### config.mk
export PLATFORM = sky130hd
export DESIGN_NAME = page_entry_table
export DESIGN_NICKNAME = d
export VERILOG_FILES = /design/src/rtl/pet_pkg.sv /design/src/rtl/page_entry_table.sv
export SDC_FILE = /design/constraint.sdc
export NUM_CORES = 1
export LEC_CHECK = 0
export ABC_AREA = 1
export BUFFER_PORTS_ARGS = -buffer_cell sky130_fd_sc_hd__buf_2
export CAP_MARGIN = 30
export CELL_PAD_IN_SITES_DETAIL_PLACEMENT = 1
export CELL_PAD_IN_SITES_GLOBAL_PLACEMENT = 2
export CORE_ASPECT_RATIO = 1.2
export CORE_MARGIN = 2
export CORE_UTILIZATION = 45
export DETAILED_ROUTE_END_ITERATION = 16
export PLACE_DENSITY = 0.89
export RECOVER_POWER = 25
export SYNTH_ARGS = -nofsm -noshare
export SYNTH_HDL_FRONTEND = slang
export SYNTH_SLANG_ARGS = --single-unit
### constraint.sdc
create_clock -name i_clk -period 9.75 [get_ports i_clk]
set_clock_uncertainty 0.1 [all_clocks]
set_input_delay 1.4625 -clock i_clk [delete_from_list [all_inputs] [get_ports i_clk]]
set_output_delay 1.4625 -clock i_clk [all_outputs]
set_load 0.01 [all_outputs]
### src/rtl/pet_pkg.sv
package pet_pkg;

    // Table geometry
    localparam int ENTRIES = 8;
    localparam int IDX_W   = (ENTRIES > 1) ? $clog2(ENTRIES) : 1;
    localparam int PAGE_W  = 20;
    localparam int FRAME_W = 16;
    localparam int SLOT_W  = 6;

    typedef enum logic [1:0] {
        CMD_LOOKUP = 2'd0,
        CMD_ALLOC  = 2'd1,
        CMD_FREE   = 2'd2
    } t_cmd;

    typedef enum logic [1:0] {
        ST_DONE      = 2'd0,
        ST_NOT_FOUND = 2'd1,
        ST_PRESENT   = 2'd2,
        ST_FULL      = 2'd3
    } t_status;

    typedef enum logic [1:0] {
        S_IDLE,
        S_SCAN,
        S_FINISH
    } t_state;

    typedef struct packed {
        logic [1:0]         cmd;
        logic [PAGE_W-1:0]  vpage;
        logic [FRAME_W-1:0] frame_number;
    } t_pet_in;

    typedef struct packed {
        logic [1:0]         status;
        logic [FRAME_W-1:0] frame_out;
        logic [SLOT_W-1:0]  slot;
    } t_pet_out;

endpackage

### src/rtl/page_entry_table.sv
// Page entry table: a small fully associative page-to-frame map.
// Input channel (i_in_valid / o_in_ready / i_in_data) carries one command:
// lookup, allocate or free, with a page number and, for allocate, a frame.
// Output channel (o_out_valid / i_out_ready / o_out_data) returns exactly
// one result per command: status, frame (lookups only) and slot index.
//
// Timing: a command is taken in the idle state, then a single page
// comparator walks the entries, one per cycle, noting the first matching
// valid entry and the first free entry. A final step applies the update
// and loads the output register. The next command is taken in the cycle
// after the result is loaded; the block takes no new command while one
// is still in progress.
//
// Stalls: the result waits in the output register until transferred. If
// a new result is ready while the previous one still waits, the block holds
// in its final step and accepts nothing until the receiver takes the old one.
//
// Reset (synchronous, active low) clears every valid mark, the sequencer
// and the output valid flag; page and frame storage is not cleared.
module page_entry_table (
    input  logic              i_clk,
    input  logic              i_rst_n,
    input  logic              i_in_valid,
    output logic              o_in_ready,
    input  pet_pkg::t_pet_in  i_in_data,
    output logic              o_out_valid,
    input  logic              i_out_ready,
    output pet_pkg::t_pet_out o_out_data
);
    import pet_pkg::*;

    localparam logic [IDX_W-1:0] LAST_IDX = IDX_W'(ENTRIES - 1);

    // Sequencer and scan state
    t_state             r_state, n_state;
    logic [IDX_W-1:0]   r_idx, n_idx;
    t_pet_in            r_in, n_in;
    logic               r_hit, n_hit;
    logic [IDX_W-1:0]   r_hit_idx, n_hit_idx;
    logic [FRAME_W-1:0] r_hit_frame, n_hit_frame;
    logic               r_have_free, n_have_free;
    logic [IDX_W-1:0]   r_free_idx, n_free_idx;

    // Entry storage
    logic [PAGE_W-1:0]  r_page  [ENTRIES];
    logic [FRAME_W-1:0] r_frame [ENTRIES];
    logic [ENTRIES-1:0] r_valid, n_valid;

    // Output register
    logic               r_out_valid, n_out_valid;
    t_pet_out           r_out, n_out;

    logic               page_eq;
    logic               commit;
    logic               wr_en;

    // Shared comparator: one entry per cycle
    assign page_eq = (r_page[r_idx] == r_in.vpage);
    assign commit  = (r_state == S_FINISH) && (!r_out_valid || i_out_ready);

    always_comb begin
        n_state     = r_state;
        n_idx       = r_idx;
        n_in        = r_in;
        n_hit       = r_hit;
        n_hit_idx   = r_hit_idx;
        n_hit_frame = r_hit_frame;
        n_have_free = r_have_free;
        n_free_idx  = r_free_idx;
        n_valid     = r_valid;
        n_out_valid = r_out_valid && !i_out_ready;
        n_out       = r_out;
        wr_en       = 1'b0;
        o_in_ready  = 1'b0;

        case (r_state)
            S_IDLE: begin
                o_in_ready = 1'b1;
                if (i_in_valid) begin
                    // Capture the command and start a fresh scan
                    n_in        = i_in_data;
                    n_idx       = '0;
                    n_hit       = 1'b0;
                    n_have_free = 1'b0;
                    n_state     = S_SCAN;
                end
            end
            S_SCAN: begin
                // Keep only the lowest matching and lowest free entry
                if (!r_hit && r_valid[r_idx] && page_eq) begin
                    n_hit       = 1'b1;
                    n_hit_idx   = r_idx;
                    n_hit_frame = r_frame[r_idx];
                end
                if (!r_have_free && !r_valid[r_idx]) begin
                    n_have_free = 1'b1;
                    n_free_idx  = r_idx;
                end
                if (r_idx == LAST_IDX) begin
                    n_state = S_FINISH;
                end else begin
                    n_idx = r_idx + 1'b1;
                end
            end
            S_FINISH: begin
                if (commit) begin
                    n_out_valid      = 1'b1;
                    n_out.status     = ST_NOT_FOUND;
                    n_out.frame_out  = '0;
                    n_out.slot       = '0;
                    case (r_in.cmd)
                        CMD_LOOKUP: begin
                            if (r_hit) begin
                                n_out.status    = ST_DONE;
                                n_out.frame_out = r_hit_frame;
                                n_out.slot      = SLOT_W'(r_hit_idx);
                            end
                        end
                        CMD_ALLOC: begin
                            if (r_hit) begin
                                n_out.status = ST_PRESENT;
                            end else if (r_have_free) begin
                                wr_en                = 1'b1;
                                n_valid[r_free_idx]  = 1'b1;
                                n_out.status         = ST_DONE;
                                n_out.slot           = SLOT_W'(r_free_idx);
                            end else begin
                                n_out.status = ST_FULL;
                            end
                        end
                        CMD_FREE: begin
                            if (r_hit) begin
                                n_valid[r_hit_idx] = 1'b0;
                                n_out.status       = ST_DONE;
                                n_out.slot         = SLOT_W'(r_hit_idx);
                            end
                        end
                        default: begin
                            // Unused code: drop, report not found
                            n_out.status = ST_NOT_FOUND;
                        end
                    endcase
                    n_state = S_IDLE;
                end
            end
            default: begin
                n_state = S_IDLE;
            end
        endcase
    end

    // Control state
    always_ff @(posedge i_clk) begin
        if (!i_rst_n) begin
            r_state     <= S_IDLE;
            r_valid     <= '0;
            r_out_valid <= 1'b0;
        end else begin
            r_state     <= n_state;
            r_valid     <= n_valid;
            r_out_valid <= n_out_valid;
        end
    end

    // Payload and scan registers
    always_ff @(posedge i_clk) begin
        r_idx       <= n_idx;
        r_in        <= n_in;
        r_hit       <= n_hit;
        r_hit_idx   <= n_hit_idx;
        r_hit_frame <= n_hit_frame;
        r_have_free <= n_have_free;
        r_free_idx  <= n_free_idx;
        r_out       <= n_out;
        if (wr_en) begin
            r_page[r_free_idx]  <= r_in.vpage;
            r_frame[r_free_idx] <= r_in.frame_number;
        end
    end

    assign o_out_valid = r_out_valid;
    assign o_out_data  = r_out;

    // A failed operation reports neither a slot nor a frame
    a_fail_zero: assert property (@(posedge i_clk) disable iff (!i_rst_n)
        (o_out_valid && (o_out_data.status != ST_DONE)) |->
        ((o_out_data.slot == '0) && (o_out_data.frame_out == '0)))
        else $error("failed result carries nonzero slot or frame");

    // A transfer in always starts a scan at entry zero
    a_scan_start: assert property (@(posedge i_clk) disable iff (!i_rst_n)
        (i_in_valid && o_in_ready) |=> ((r_state == S_SCAN) && (r_idx == '0)))
        else $error("scan did not start at entry zero");

    // A successful allocate leaves its slot marked valid
    a_alloc_valid: assert property (@(posedge i_clk) disable iff (!i_rst_n)
        wr_en |=> r_valid[$past(r_free_idx)])
        else $error("allocated slot not marked valid");

    // Result is loaded only when leaving the final step
    a_load_leave: assert property (@(posedge i_clk) disable iff (!i_rst_n)
        commit |=> (o_out_valid && (r_state == S_IDLE)))
        else $error("result load out of step with sequencer");

endmodule

==> results.sh <==
export IMPL_status="finished, final reports clean"
export IMPL_fin_ws_ps=5820
export IMPL_post_drt_wl_per_cell_um=19.9
export IMPL_final_util_pct=51.4
export IMPL_ys_ff_latch=388
export IMPL_critPathTopFamily="buffers and inverters"
export IMPL_p_leak_nw=6.83
export IMPL_grt_ovfl_total=0
export IMPL_startpoint_type="flop"
export IMPL_yosys_warnings=0
export IMPL_synthToLayoutAreaGrowth_pct=13.4
export IMPL_drtAntennaViolNets=0
export IMPL_synthesis_area_um2=15700
export IMPL_synthCells=1352
export IMPL_avgSynthCellArea_um2=11.6
export IMPL_route_detailed_drc=0
export IMPL_worstPathArrival_ps=3990
export IMPL_nets=1459
export IMPL_worstPathCellList="buf_4 -> inv_2 -> nand2_1 -> nand3_1 -> nand3_1 -> nand2_1 -> nor2_1 -> nand2_1 -> nor2_1 -> nand2_1 -> nor2_1 -> nand3_1 -> inv_1"
export IMPL_post_cts_resized=0
export IMPL_drive_gt1_share_pct=11.2
export IMPL_via_per_inst=5.29
export IMPL_timing_slew_headroom_pct=41.7
export IMPL_drt_wl_total_um=38000
export IMPL_grt_max_degree=74
export IMPL_required_ps=9810
export IMPL_cpMostUsedCell="nand2_1"
export IMPL_placed_cells=1835
export IMPL_globalRouteMet3Util_pct=3.18
export IMPL_ys_seq_area_share_pct=73.1
export IMPL_drt_iter0_drc=619
export IMPL_fin_setup_tns_ps=0
export IMPL_crit_type="reg2reg"
export IMPL_seq_area_um2=11500
export IMPL_slowest_stage="inv_1"
export IMPL_busiest_layer="met2"
export IMPL_place_congestion=0.786
export IMPL_htreeDepth=2
export IMPL_rsz0062_at_grt="false"
export IMPL_slew_viol_final=0
export IMPL_diodes=0
export IMPL_first_global_vias=10866
export IMPL_p_total_mw=3.80
export IMPL_dp_hpwl_um=21900
export IMPL_crit_path_max_incr_delay_ps=650
export IMPL_worstMarginPinSlew_ps=874
export IMPL_vias=10102
export IMPL_fp_dieArea_um2=36500
export IMPL_nFillCells=3670
export IMPL_post_cts_buffers=0
export IMPL_start_util_pct=45.3
export IMPL_met2_usage_pct=38.5
export IMPL_peakVddDrop_uv=134
export IMPL_cp_end_kind="flop"
export IMPL_whs_ps=433
export IMPL_dieHeight_um=209
export IMPL_setup_viol=0
export IMPL_grt_util_all_layers_pct=21.0
export IMPL_place_area_um2=16500
export IMPL_grt_util_met1_pct=25.1
export IMPL_fin_area_um2=17900
export IMPL_clock_fmax_ghz=0.254
export IMPL_cts_root_buf="clkbuf_16"
export IMPL_fin_crit_ps=3930
export IMPL_postCtsHoldBufs=0
export IMPL_multi_input_area_um2=3290
export IMPL_antenna_found_initial=0
export IMPL_cts_tree="built"
export IMPL_firstDrtPassIters=5
export IMPL_ys_types=29
export IMPL_worstSkewPairLatency_ps=540
export IMPL_timing_hold_violations_final=0
export IMPL_numCtsBuffers=40
export IMPL_path_buf_inv=3
export IMPL_cts_sinks=388
export IMPL_clk_pin_slew_ps=60
export IMPL_num_rows=75
export IMPL_port_buffers=64
export IMPL_grt_pass1_wl_um=59500
export IMPL_layout_cells_non_filler=1908
export IMPL_hp_class="reg2reg"
export IMPL_io_pins=68
export IMPL_place_ws_ps=5870
export IMPL_maxCapViolations=0
export IMPL_p_per_area_nw_per_um2=213
export IMPL_cp_max_fo=73
export IMPL_clock_path_buffers=3
export IMPL_fin_crit_sh_pct=40.3
export IMPL_core_um2=34700
export IMPL_die_x_um=175
[synth_stat cells (all sizes together)]
cell | instances | share of area [%]
a21oi | 11 | 0.35
a31oi | 16 | 0.64
a41oi | 8 | 0.45
buf | 39 | 1.6
clkbuf | 24 | 0.57
clkinv | 5 | 0.12
conb | 1 | 0.024
dfxtp | 14 | 1.8
edfxtp | 374 | 71
ha | 2 | 0.16
inv | 168 | 4.0
nand2 | 271 | 6.5
nand3 | 98 | 3.1
nand3b | 11 | 0.52
nand4 | 8 | 0.32
nor2 | 184 | 4.4
nor3 | 9 | 0.29
nor4 | 8 | 0.32
o211ai | 2 | 0.095
o21ai | 80 | 2.5
o22ai | 16 | 0.64
o32ai | 3 | 0.17
[tightest hold or removal path: stages, from the launching register on]
cell and delay, ps:
dfxtp_1 340, nand3_1 90, a21oi_1 60
[registers in the layout, indices dropped and copies added (netlist names), named ones only]
| signal | flops |
|---|---|
| r_in | 38 |
| r_state | 2 |
| o_out_valid | 1 |
| r_page | 160 |
| r_free_idx | 3 |
| r_idx | 3 |
| r_hit_idx | 3 |
| r_valid | 8 |
| r_have_free | 1 |
| r_hit | 1 |
| o_out_data | 21 |
| r_hit_frame | 16 |
| r_frame | 128 |
[cell usage in the layout, fill, tap and decap left out, types with 8 or more instances in the layout]
cell type	count
edfxtp_1	374
nand2_1	271
nor2_1	182
inv_1	163
nand3_1	98
o21ai_0	69
buf_2	64
clkbuf_16	41
o22ai_1	16
a31oi_1	16
buf_4	15
clkinv_2	14
dfxtp_1	13
nand3b_1	11
o21ai_1	11
a21oi_1	11
nor3_1	9
nor4_2	8
a41oi_1	8
nand4_1	8
[cell families (layout without fill, tap and decap cells)]
group | Yosys count | in the layout | share of synthesized area [%]
adder cells (fa/ha/maj) | 2 | 2 | 0.159
AO/OA/AOI/OAI | 136 | 136 | 4.87
other | 1 | 3 | 0.0238
AND/OR/NAND/NOR | 589 | 589 | 15.5
flip-flops | 388 | 388 | 73.1
buffers and inverters | 236 | 328 | 6.35
[worst paths after layout]
kind,cells after the start,slack (ps),from,endpoint
max reg2reg,13,5820,r_idx[0]$_DFFE_PP_,r_hit_frame[8]$_DFFE_PP_
max,13,5820,r_idx[0]$_DFFE_PP_,r_hit_frame[8]$_DFFE_PP_
min,2,430,r_state[1]$_SDFFE_PN0P_,r_state[1]$_SDFFE_PN0P_
min reg2reg,2,430,r_state[1]$_SDFFE_PN0P_,r_state[1]$_SDFFE_PN0P_
[layer usage]
layer  up-vias  routed length [um]
met5         -                   0
met4         0                1040
met3        56                1370
met2       201               20100
met1      5132               15400
li1       4713                   -
[power breakdown]
| part | total (mW) | internal (mW) | switching [mW] |
|---|---|---|---|
| clock | 1.54 | 0.906 | 0.632 |
| combinational | 0.369 | 0.112 | 0.257 |
| sequential | 1.90 | 1.86 | 0.0396 |
| total | 3.80 | 2.87 | 0.929 |
[area by class of cell]
type                            count  share of cell area [%]
Timing Repair Buffer               82                    2.85
Inverter                          173                    3.65
Multi-Input combinational cell    730                    18.4
Clock inverter                     25                    1.46
Tap cell                          462                    3.24
Sequential cell                   388                    64.5
Clock buffer                       48                    5.89
(Power assumes the default switching activity.)
